==> src/design/lbm_pkg.sv <==
// ============================================================================
// Loop bracket matcher package
// Shared constants and the command and status bundles that pass between the
// controller and the datapath of the loop bracket matcher.
// ============================================================================
package lbm_pkg;

  // Field widths of one block and of one result.
  localparam int ADDR_W      = 8;
  localparam int KIND_W      = 2;
  localparam int TOUCH_W     = 4;
  localparam int OUT_TDATA_W = 16;

  // Block kinds. Any other code counts as a plain block.
  localparam logic [KIND_W-1:0] KIND_START = 2'd1;
  localparam logic [KIND_W-1:0] KIND_END   = 2'd2;

  // Commands from the controller to the datapath.
  typedef struct packed {
    logic load;       // capture the incoming block
    logic seed;       // start a slot walk at the cursor
    logic pop;        // remove the top open start
    logic latch_err;  // end with nothing open: record it and stop
    logic step;       // move the walk one slot on
    logic commit;     // store the block in the slot that the walk found
    logic flag_over;  // start dropped, table or stack full
    logic emit;       // load the result register
  } lbm_cmd_t;

  // Status from the datapath to the controller.
  typedef struct packed {
    logic start_op;     // held block is a start that must be handled
    logic end_op;       // held block is an end that must be handled
    logic stack_full;
    logic stack_empty;
    logic walk_hit;     // walk stands on a usable slot
    logic walk_miss;    // walk ran off the table
    logic out_free;     // result register can take a new result
  } lbm_status_t;

endpackage

==> src/design/lbm_ctrl.sv <==
// ============================================================================
// Loop bracket matcher controller
// Sequences one block at a time: capture, classify, walk the pair table one
// slot per cycle, then hand the result to the output register.
// ============================================================================
module lbm_ctrl
  import lbm_pkg::*;
(
  input  logic        clk,
  input  logic        rst,
  input  logic        s_axis_tvalid,
  output logic        s_axis_tready,
  input  lbm_status_t status,
  output lbm_cmd_t    cmd
);

  typedef enum logic [1:0] {
    ST_IDLE,
    ST_DECIDE,
    ST_WALK,
    ST_EMIT
  } state_t;

  state_t state;
  state_t state_next;

  // Requests are taken only between blocks.
  assign s_axis_tready = (state == ST_IDLE);

  // Next state and commands.
  always_comb begin
    state_next = state;
    cmd        = '0;
    case (state)
      ST_IDLE: begin
        if (s_axis_tvalid) begin
          cmd.load   = 1'b1;
          state_next = ST_DECIDE;
        end
      end
      ST_DECIDE: begin
        if (status.start_op) begin
          if (status.stack_full) begin
            cmd.flag_over = 1'b1;
            state_next    = ST_EMIT;
          end else begin
            cmd.seed   = 1'b1;
            state_next = ST_WALK;
          end
        end else if (status.end_op) begin
          if (status.stack_empty) begin
            cmd.latch_err = 1'b1;
            state_next    = ST_EMIT;
          end else begin
            cmd.pop    = 1'b1;
            cmd.seed   = 1'b1;
            state_next = ST_WALK;
          end
        end else begin
          state_next = ST_EMIT;
        end
      end
      ST_WALK: begin
        if (status.walk_hit) begin
          cmd.commit = 1'b1;
          state_next = ST_EMIT;
        end else if (status.walk_miss) begin
          // A start with no free slot is dropped; an end with no open slot
          // simply writes nothing.
          cmd.flag_over = status.start_op;
          state_next    = ST_EMIT;
        end else begin
          cmd.step = 1'b1;
        end
      end
      ST_EMIT: begin
        if (status.out_free) begin
          cmd.emit   = 1'b1;
          state_next = ST_IDLE;
        end
      end
      default: begin
        state_next = ST_IDLE;
      end
    endcase
  end

  // State register.
  always_ff @(posedge clk) begin
    if (rst) begin
      state <= ST_IDLE;
    end else begin
      state <= state_next;
    end
  end

endmodule

==> src/design/lbm_datapath.sv <==
// ============================================================================
// Loop bracket matcher datapath
// Holds the open-start count and bottom entry, the slot cursor, the pair
// table occupancy, the slot walker and the result register.
// ============================================================================
module lbm_datapath
  import lbm_pkg::*;
#(
  parameter int LOOP_SLOTS = 8
) (
  input  logic                   clk,
  input  logic                   rst,
  input  logic [ADDR_W-1:0]      s_axis_tdata,
  input  logic [KIND_W-1:0]      s_axis_tuser,
  input  logic                   s_axis_tlast,
  input  lbm_cmd_t               cmd,
  output lbm_status_t            status,
  output logic                   m_axis_tvalid,
  input  logic                   m_axis_tready,
  output logic [OUT_TDATA_W-1:0] m_axis_tdata,
  output logic                   m_axis_tlast
);

  localparam int DEPTH  = 2 * LOOP_SLOTS;
  localparam int CNT_W  = $clog2(DEPTH + 1);
  localparam int SLOT_W = $clog2(LOOP_SLOTS + 2);
  localparam int IDX_W  = (LOOP_SLOTS > 1) ? $clog2(LOOP_SLOTS) : 1;
  localparam int PAD_W  = OUT_TDATA_W - TOUCH_W - ADDR_W - 1;

  // Held block.
  logic [ADDR_W-1:0] item_addr;
  logic [KIND_W-1:0] item_kind;
  logic              item_last;

  // Open starts. Only the bottom entry is ever reported, so the stack is
  // kept as a depth count plus its bottom address.
  logic [CNT_W-1:0]  stack_count;
  logic [ADDR_W-1:0] stack_bottom;
  logic              error_latched;

  // Pair table. Stored addresses are never zero, so only occupancy is kept.
  logic [SLOT_W-1:0]     slot_cursor;
  logic [LOOP_SLOTS-1:0] start_used;
  logic [LOOP_SLOTS-1:0] end_used;

  // Slot walker and result being built.
  logic [SLOT_W-1:0]  walk_slot;
  logic [TOUCH_W-1:0] touched;
  logic               over;

  // Result register.
  logic                   out_valid;
  logic [OUT_TDATA_W-1:0] out_data;
  logic                   out_last;

  logic                 active;
  logic                 is_start;
  logic [SLOT_W-1:0]    walk_m1;
  logic [IDX_W-1:0]     walk_idx;
  logic                 in_range;
  logic                 slot_busy;
  logic [SLOT_W-1:0]    seed_slot;
  logic [SLOT_W+TOUCH_W-1:0] touch_ext;
  logic [ADDR_W-1:0]    verdict;

  // Classification of the held block.
  assign active   = !error_latched && (item_addr != '0);
  assign is_start = (item_kind == KIND_START);

  // Walker position and the table entry under it.
  assign walk_m1   = walk_slot - 1'b1;
  assign walk_idx  = walk_m1[IDX_W-1:0];
  assign in_range  = (walk_slot != '0) && (walk_slot <= SLOT_W'(LOOP_SLOTS));
  assign slot_busy = is_start ? start_used[walk_idx] : end_used[walk_idx];
  assign seed_slot = (slot_cursor > SLOT_W'(LOOP_SLOTS)) ? SLOT_W'(LOOP_SLOTS)
                                                          : slot_cursor;
  assign touch_ext = {{TOUCH_W{1'b0}}, walk_slot};
  assign verdict   = item_last ? stack_bottom : '0;

  always_comb begin
    status             = '0;
    status.start_op    = active && is_start;
    status.end_op      = active && (item_kind == KIND_END);
    status.stack_full  = (stack_count >= CNT_W'(DEPTH));
    status.stack_empty = (stack_count == '0);
    status.walk_hit    = in_range && !slot_busy;
    status.walk_miss   = !in_range;
    status.out_free    = !out_valid || m_axis_tready;
  end

  // Block capture, walker and result payload.
  always_ff @(posedge clk) begin
    if (cmd.load) begin
      item_addr <= s_axis_tdata;
      item_kind <= s_axis_tuser;
      item_last <= s_axis_tlast;
      touched   <= '0;
      over      <= 1'b0;
    end
    if (cmd.seed) begin
      walk_slot <= seed_slot;
    end else if (cmd.step) begin
      walk_slot <= is_start ? (walk_slot + 1'b1) : walk_m1;
    end
    if (cmd.commit) begin
      touched <= touch_ext[TOUCH_W-1:0];
    end
    if (cmd.flag_over) begin
      over <= 1'b1;
    end
    if (cmd.emit) begin
      out_data <= {{PAD_W{1'b0}}, over, verdict, touched};
      out_last <= item_last;
    end
  end

  // Matching state and result valid.
  always_ff @(posedge clk) begin
    if (rst) begin
      stack_count   <= '0;
      stack_bottom  <= '0;
      error_latched <= 1'b0;
      slot_cursor   <= SLOT_W'(1);
      start_used    <= '0;
      end_used      <= '0;
      out_valid     <= 1'b0;
    end else begin
      if (cmd.pop) begin
        stack_count <= stack_count - 1'b1;
        if (stack_count == CNT_W'(1)) begin
          stack_bottom <= '0;
        end
      end
      if (cmd.latch_err) begin
        stack_bottom  <= item_addr;
        error_latched <= 1'b1;
      end
      if (cmd.commit) begin
        slot_cursor <= walk_slot;
        if (is_start) begin
          start_used[walk_idx] <= 1'b1;
          stack_count          <= stack_count + 1'b1;
          if (stack_count == '0) begin
            stack_bottom <= item_addr;
          end
        end else begin
          end_used[walk_idx] <= 1'b1;
        end
      end
      // The last block of a program returns all matching state to its idle values.
      if (cmd.emit) begin
        out_valid <= 1'b1;
        if (item_last) begin
          stack_count   <= '0;
          stack_bottom  <= '0;
          error_latched <= 1'b0;
          slot_cursor   <= SLOT_W'(1);
          start_used    <= '0;
          end_used      <= '0;
        end
      end else if (m_axis_tready) begin
        out_valid <= 1'b0;
      end
    end
  end

  assign m_axis_tvalid = out_valid;
  assign m_axis_tdata  = out_data;
  assign m_axis_tlast  = out_last;

  // The open count never passes the stack depth.
  a_count_bound: assert property (@(posedge clk) disable iff (rst)
    stack_count <= CNT_W'(DEPTH))
    else $error("open-start count beyond stack depth");

  // Once an error is latched, nothing can be open.
  a_err_empty: assert property (@(posedge clk) disable iff (rst)
    error_latched |-> (stack_count == '0))
    else $error("error latched with open starts");

  // With no error and nothing open, the bottom entry is clear.
  a_bottom_clear: assert property (@(posedge clk) disable iff (rst)
    (!error_latched && stack_count == '0) |-> (stack_bottom == '0))
    else $error("stale bottom entry");

  // The cursor always points into the pair table.
  a_cursor_range: assert property (@(posedge clk) disable iff (rst)
    (slot_cursor != '0) && (slot_cursor <= SLOT_W'(LOOP_SLOTS)))
    else $error("slot cursor out of range");

endmodule

==> src/design/loop_bracket_matcher_unit.sv <==
// ============================================================================
// Loop bracket matcher
// Checks loop-start and loop-end blocks of a program for balance and reports
// the pair slot touched by each block and a verdict on the last one.
// ============================================================================
// Blocks are taken one at a time. A block that is ignored (address zero, a
// plain kind, or anything after an unmatched end) and an end that finds
// nothing open skip the walk; a start or end that walks the pair table
// checks one slot per cycle, stepping over each occupied slot, until it
// finds a slot or runs off the table. The result sits in an output register,
// so the next block is taken while it waits.
// The pair table holds LOOP_SLOTS pairs and the open stack twice as many
// entries; a start that finds either full is dropped and flagged. After the
// last block of a program all matching state returns to its idle values at
// once.
module loop_bracket_matcher_unit
  import lbm_pkg::*;
#(
  parameter int LOOP_SLOTS = 8
) (
  input  logic                   clk,
  input  logic                   rst,
  input  logic                   s_axis_tvalid,
  output logic                   s_axis_tready,
  input  logic [ADDR_W-1:0]      s_axis_tdata,   // [7:0] block_address
  input  logic [KIND_W-1:0]      s_axis_tuser,   // [1:0] block_kind
  input  logic                   s_axis_tlast,   // last_block
  output logic                   m_axis_tvalid,
  input  logic                   m_axis_tready,
  output logic [OUT_TDATA_W-1:0] m_axis_tdata,   // [3:0] slot_touched,
                                                 // [11:4] mismatch_address,
                                                 // [12] capacity_exceeded
  output logic                   m_axis_tlast    // verdict_valid
);

  lbm_cmd_t    cmd;
  lbm_status_t status;

  // Sequencer.
  lbm_ctrl u_ctrl (
    .clk           (clk),
    .rst           (rst),
    .s_axis_tvalid (s_axis_tvalid),
    .s_axis_tready (s_axis_tready),
    .status        (status),
    .cmd           (cmd)
  );

  // Matching state and result register.
  lbm_datapath #(
    .LOOP_SLOTS (LOOP_SLOTS)
  ) u_datapath (
    .clk           (clk),
    .rst           (rst),
    .s_axis_tdata  (s_axis_tdata),
    .s_axis_tuser  (s_axis_tuser),
    .s_axis_tlast  (s_axis_tlast),
    .cmd           (cmd),
    .status        (status),
    .m_axis_tvalid (m_axis_tvalid),
    .m_axis_tready (m_axis_tready),
    .m_axis_tdata  (m_axis_tdata),
    .m_axis_tlast  (m_axis_tlast)
  );

endmodule

==> config.mk <==
export PLATFORM = sky130hd
export DESIGN_NAME = loop_bracket_matcher_unit
export DESIGN_NICKNAME = d
export VERILOG_FILES = /design/src/design/lbm_pkg.sv /design/src/design/lbm_ctrl.sv /design/src/design/lbm_datapath.sv /design/src/design/loop_bracket_matcher_unit.sv
export SDC_FILE = /design/constraint.sdc
export NUM_CORES = 1
export LEC_CHECK = 0
export BUFFER_PORTS_ARGS = -buffer_cell sky130_fd_sc_hd__buf_2
export CAP_MARGIN = 10
export CORE_AREA = 2 2 53 104
export CTS_BUF_LIST = sky130_fd_sc_hd__clkbuf_8
export CTS_CLUSTER_DIAMETER = 60
export DETAILED_ROUTE_END_ITERATION = 12
export DIE_AREA = 0 0 55 106
export PLACE_DENSITY = 0.84
export SLEW_MARGIN = 20
export SYNTH_ARGS = -nofsm -noshare
export SYNTH_HDL_FRONTEND = slang
export SYNTH_SLANG_ARGS = --single-unit
==> constraint.sdc <==
create_clock -name clk -period 4.2 [get_ports clk]
set_input_delay 0.21 -clock clk [delete_from_list [all_inputs] [get_ports clk]]
set_output_delay 0.21 -clock clk [all_outputs]
set_load 0.05 [all_outputs]
==> Implementation_results.wiki <==
{| class="wikitable"
! Metric !! Value
|-
| Status || complete, no violations
|-
| Cell types occupying the most area after synthesis || sky130_fd_sc_hd__edfxtp_1, sky130_fd_sc_hd__dfxtp_1, sky130_fd_sc_hd__ha_1
|-
| Core Rows || 37
|-
| Count of final hold-check violations || 0
|-
| Worst slew slack as a fraction of its limit || 0.471
|-
| # port buffers || 30
|-
| LEAKAGE || 1.37 nW
|-
| Critical path's largest stage delay || 0.56 ns
|-
| Category of the worst setup path launch point || flip-flop
|-
| Core box area || 5090 um^2
|-
| Mapped Avg Cell Area || 11.0 um^2
|-
| Clock Latency Late Sink || 0.35 ns
|-
| DPL Wire Length || 5020 um
|-
| Proportion of synthesized chip area in sequential cells || 0.554
|-
| Dpl cell area || 3330 um^2
|-
| Buffers inserted by post-CTS timing repair || 0
|-
| Share of synthesized cell area in full adder, half adder and majority cells || 0.0396
|-
| Number of nets in the final layout || 344
|-
| Maximum fanout encountered on the critical timing path || 12
|-
| Top cells by instance count after synthesis || sky130_fd_sc_hd__dfxtp_1, sky130_fd_sc_hd__edfxtp_1, sky130_fd_sc_hd__nand2_1
|-
| Prevailing post-synth register cell || sky130_fd_sc_hd__dfxtp_1
|-
| Critical path, cell by cell || inv_1 > ha_1 > inv_1 > nand2_1 > o221ai_1 > nor3_2 > o211a_1 > a22o_1
|-
| Final critical-path setup slack || 1.48 ns
|-
| Antenna violation net count after detailed routing || 0
|-
| Average via count per standard cell || 6.14
|-
| Final-layout setup total negative slack || 0 ns
|-
| Kind of end point of the critical path || flip-flop
|-
| Final Max Slew Viols || 0
|-
| Die extent in x || 55 um
|-
| Slowest stage cell, crit path || sky130_fd_sc_hd__nor3_2
|-
| Largest voltage drop on the vdd net || 0.425 mV
|-
| Final setup fails || 0
|-
| WL final || 6980 um
|-
| Area growth from synthesis to layout || 12.5%
|-
| Synthesized flop and latch total || 71
|-
| Xor and xnor fraction of the mapped netlist area || 0.0273
|-
| Max Clk Rate || 0.367 GHz
|-
| Number of DRC markers in iteration 0 || 95
|-
| Most area-hungry cell type in the Yosys netlist || sky130_fd_sc_hd__edfxtp_1
|-
| Worst clock skew || 0.0118 ns
|-
| CTS tree || yes
|-
| Share of the synthesized area in the top cell type || 0.314
|-
| Cell repeated most along the worst path || sky130_fd_sc_hd__inv_1
|-
| Critical path data arrival time || 3.02 ns
|-
| Met1 track utilization from global routing || 0.271
|-
| Unrepaired setup endpoints after global routing || false
|-
| Post-detailed-route wirelength per cell || 18.3 um
|-
| Dominant delay contributor by cell family on the critical path || compound AO/OA/AOI/OAI gates
|-
| Basic-gate share of the synthesized area counting and, or, nand and nor cells || 0.143
|-
| Vias in the first global route || 2360
|-
| Share of the synthesized area in compound gates (AO/OA/AOI/OAI) || 0.157
|-
| Chip Height || 106 um
|-
| Largest family of logic cells by synthesized area || compound AO/OA/AOI/OAI gates
|-
| Slew at the pin with the worst max-slew slack || 0.786 ns
|-
| Total number of yosys warnings || 0
|-
| Number of vias in the routed layout || 2346
|-
| Hold-fix buffer count after cts || 0
|-
| Total track usage || 0.268
|-
| Top-count cell post-synth || sky130_fd_sc_hd__dfxtp_1
|-
| Clock transition time at the flip-flop clock pins of the worst setup and hold paths || 0.07 ns
|-
| Number of buffers and inverters on the critical path || 2
|-
| Post-synth ARST share || 0
|-
| Share of cell area taken by muxes after synthesis || 0.0376
|-
| Fraction of layout instances using a drive strength above 1 || 0.179
|-
| Number of standard cells in the final layout excluding fillers || 382
|-
| Class of the tightest hold or removal check || primary input to flip-flop
|-
| Inserted Clock Buffers || 9
|-
| H-tree depth reported by CTS || 3
|-
| Effective utilization at floorplan || 0.621
|-
| # placed instances || 366
|-
| Ant. Diodes || 0
|-
| I/O pin total || 34
|-
| Maximum buffer depth of the clock tree || 2
|-
| Number of enable flip-flop cells after synthesis || 33
|-
| Class of the most critical setup path || flip-flop to flip-flop
|-
| Total overflow reported by the global router || 0
|-
| Post-layout total power || 2.04 mW
|-
| First-pass GRT wire length || 11000 um
|-
| Final period utilization || 0.649
|-
| Final Wtd Congestion || 0.974
|-
| Cell area after layout || 3550 um^2
|-
| Max-cap violations || 0
|-
| Number of sinks on the clock net || 71
|-
| Total iterations of the first detailed-routing run || 4
|-
| Cell area after synthesis || 3160 um^2
|-
| Fraction of met2 tracks used by global routing || 0.461
|-
| Crit path time final || 2.72 ns
|-
| Initial antenna violation count || 0
|-
| Overall die area || 5830 um^2
|-
| Setup WS pre-CTS || 1.19 ns
|-
| Met3 demand-to-capacity share in global routing || 0.0576
|-
| Resized Gates After CTS || 0
|-
| DRC violation count after routing || 0
|-
| Gate count after technology mapping || 288
|-
| Busiest layer in global routing || met2
|-
| Data required time of the worst path || 4.49 ns
|-
| Synth unique cells || 54
|-
| Pin count of the biggest net entering global routing || 21
|-
| Cell at the root of the clock tree || sky130_fd_sc_hd__clkbuf_8
|-
| Power Density || 573 nW/um^2
|}
[flip-flops by register name, indices dropped and copies added, names as in the netlist, 5 cells and up]
name                     count
u_datapath.stack_count       5
u_datapath.start_used        8
u_datapath.end_used          8
u_datapath.m_axis_tdata     13
u_datapath.stack_bottom      8
u_datapath.item_addr         8
[stage by stage]
step | hold slack, ns | util
after floorplan | 0.276 | -
after global placement | 0.386 | 0.654
after detailed placement | 0.389 | 0.654
after CTS | 0.0222 | 0.696
after global routing | 0.0120 | 0.698
final | 0.0330 | 0.698
[worst register-to-register path: cells and delay by family (launching register included)]
| kind | cells | cell delay [ns] |
|---|---|---|
| AO/OA/AOI/OAI | 3 | 0.80 |
| AND/OR/NAND/NOR | 2 | 0.75 |
| adder cells (fa/ha/maj) | 1 | 0.50 |
| flip-flops | 1 | 0.41 |
| buffers and inverters | 2 | 0.21 |
[where the power goes]
group / internal (mW) / switching, mW / total [mW]
sequential: 0.856 / 0.0780 / 0.934
clock: 0.331 / 0.249 / 0.580
combinational: 0.166 / 0.358 / 0.524
[cell usage in the layout (no fill, tap or decap), types with 4 or more instances in the layout]
master and count:
sky130_fd_sc_hd__a21oi_1 15, sky130_fd_sc_hd__mux2i_1 7, sky130_fd_sc_hd__nor3_1 8, sky130_fd_sc_hd__inv_1 13, sky130_fd_sc_hd__edfxtp_1 33, sky130_fd_sc_hd__nand2b_1 4
sky130_fd_sc_hd__dfxtp_1 38, sky130_fd_sc_hd__ha_1 10, sky130_fd_sc_hd__xnor2_1 6, sky130_fd_sc_hd__a22o_1 8, sky130_fd_sc_hd__nor2b_1 6, sky130_fd_sc_hd__buf_2 30
sky130_fd_sc_hd__nand3_1 14, sky130_fd_sc_hd__a211oi_1 5, sky130_fd_sc_hd__a41oi_1 4, sky130_fd_sc_hd__clkbuf_8 9, sky130_fd_sc_hd__and2_1 8, sky130_fd_sc_hd__o21a_1 4
sky130_fd_sc_hd__nor2_1 12, sky130_fd_sc_hd__o21ai_0 17, sky130_fd_sc_hd__nor4_1 4, sky130_fd_sc_hd__nand2_1 24
[final timing paths]
path / startpoint / endpoint / slack, ns / cells past startpoint
setup / recovery: u_datapath.walk_slot[1] / u_datapath.stack_bottom[1] / 1.48 / 8
hold / removal: s_axis_tdata[5] / u_datapath.item_addr[5] / 0.03 / 1
setup reg to reg: u_datapath.walk_slot[1] / u_datapath.stack_bottom[1] / 1.48 / 8
hold reg to reg: u_datapath.touched[2] / u_datapath.m_axis_tdata[2] / 0.43 / 0
[cell families after synthesis]
| logic type | Yosys count |
|---|---|
| AND/OR/NAND/NOR | 89 |
| AO/OA/AOI/OAI | 71 |
| flip-flops | 71 |
| buffers and inverters | 27 |
| adder cells (fa/ha/maj) | 10 |
| multiplexers | 10 |
| XOR/XNOR | 9 |
| other | 1 |
[per-layer routing]
layer	vias up	wire length, um
li1	1112	-
met1	1135	2420
met2	83	4030
met3	16	374
met4	0	150
met5	-	0
[layout make-up]
type	count	area [um^2]
multi-input cells	192	1300
clock buffers	9	124
repair buffers	33	173
fillers	385	1540
clock inverters	7	90.1
flip-flops and latches	71	1750
inverters	12	45.0
well taps	58	72.6
No activity file was read; power rests on OpenSTA's default activity.
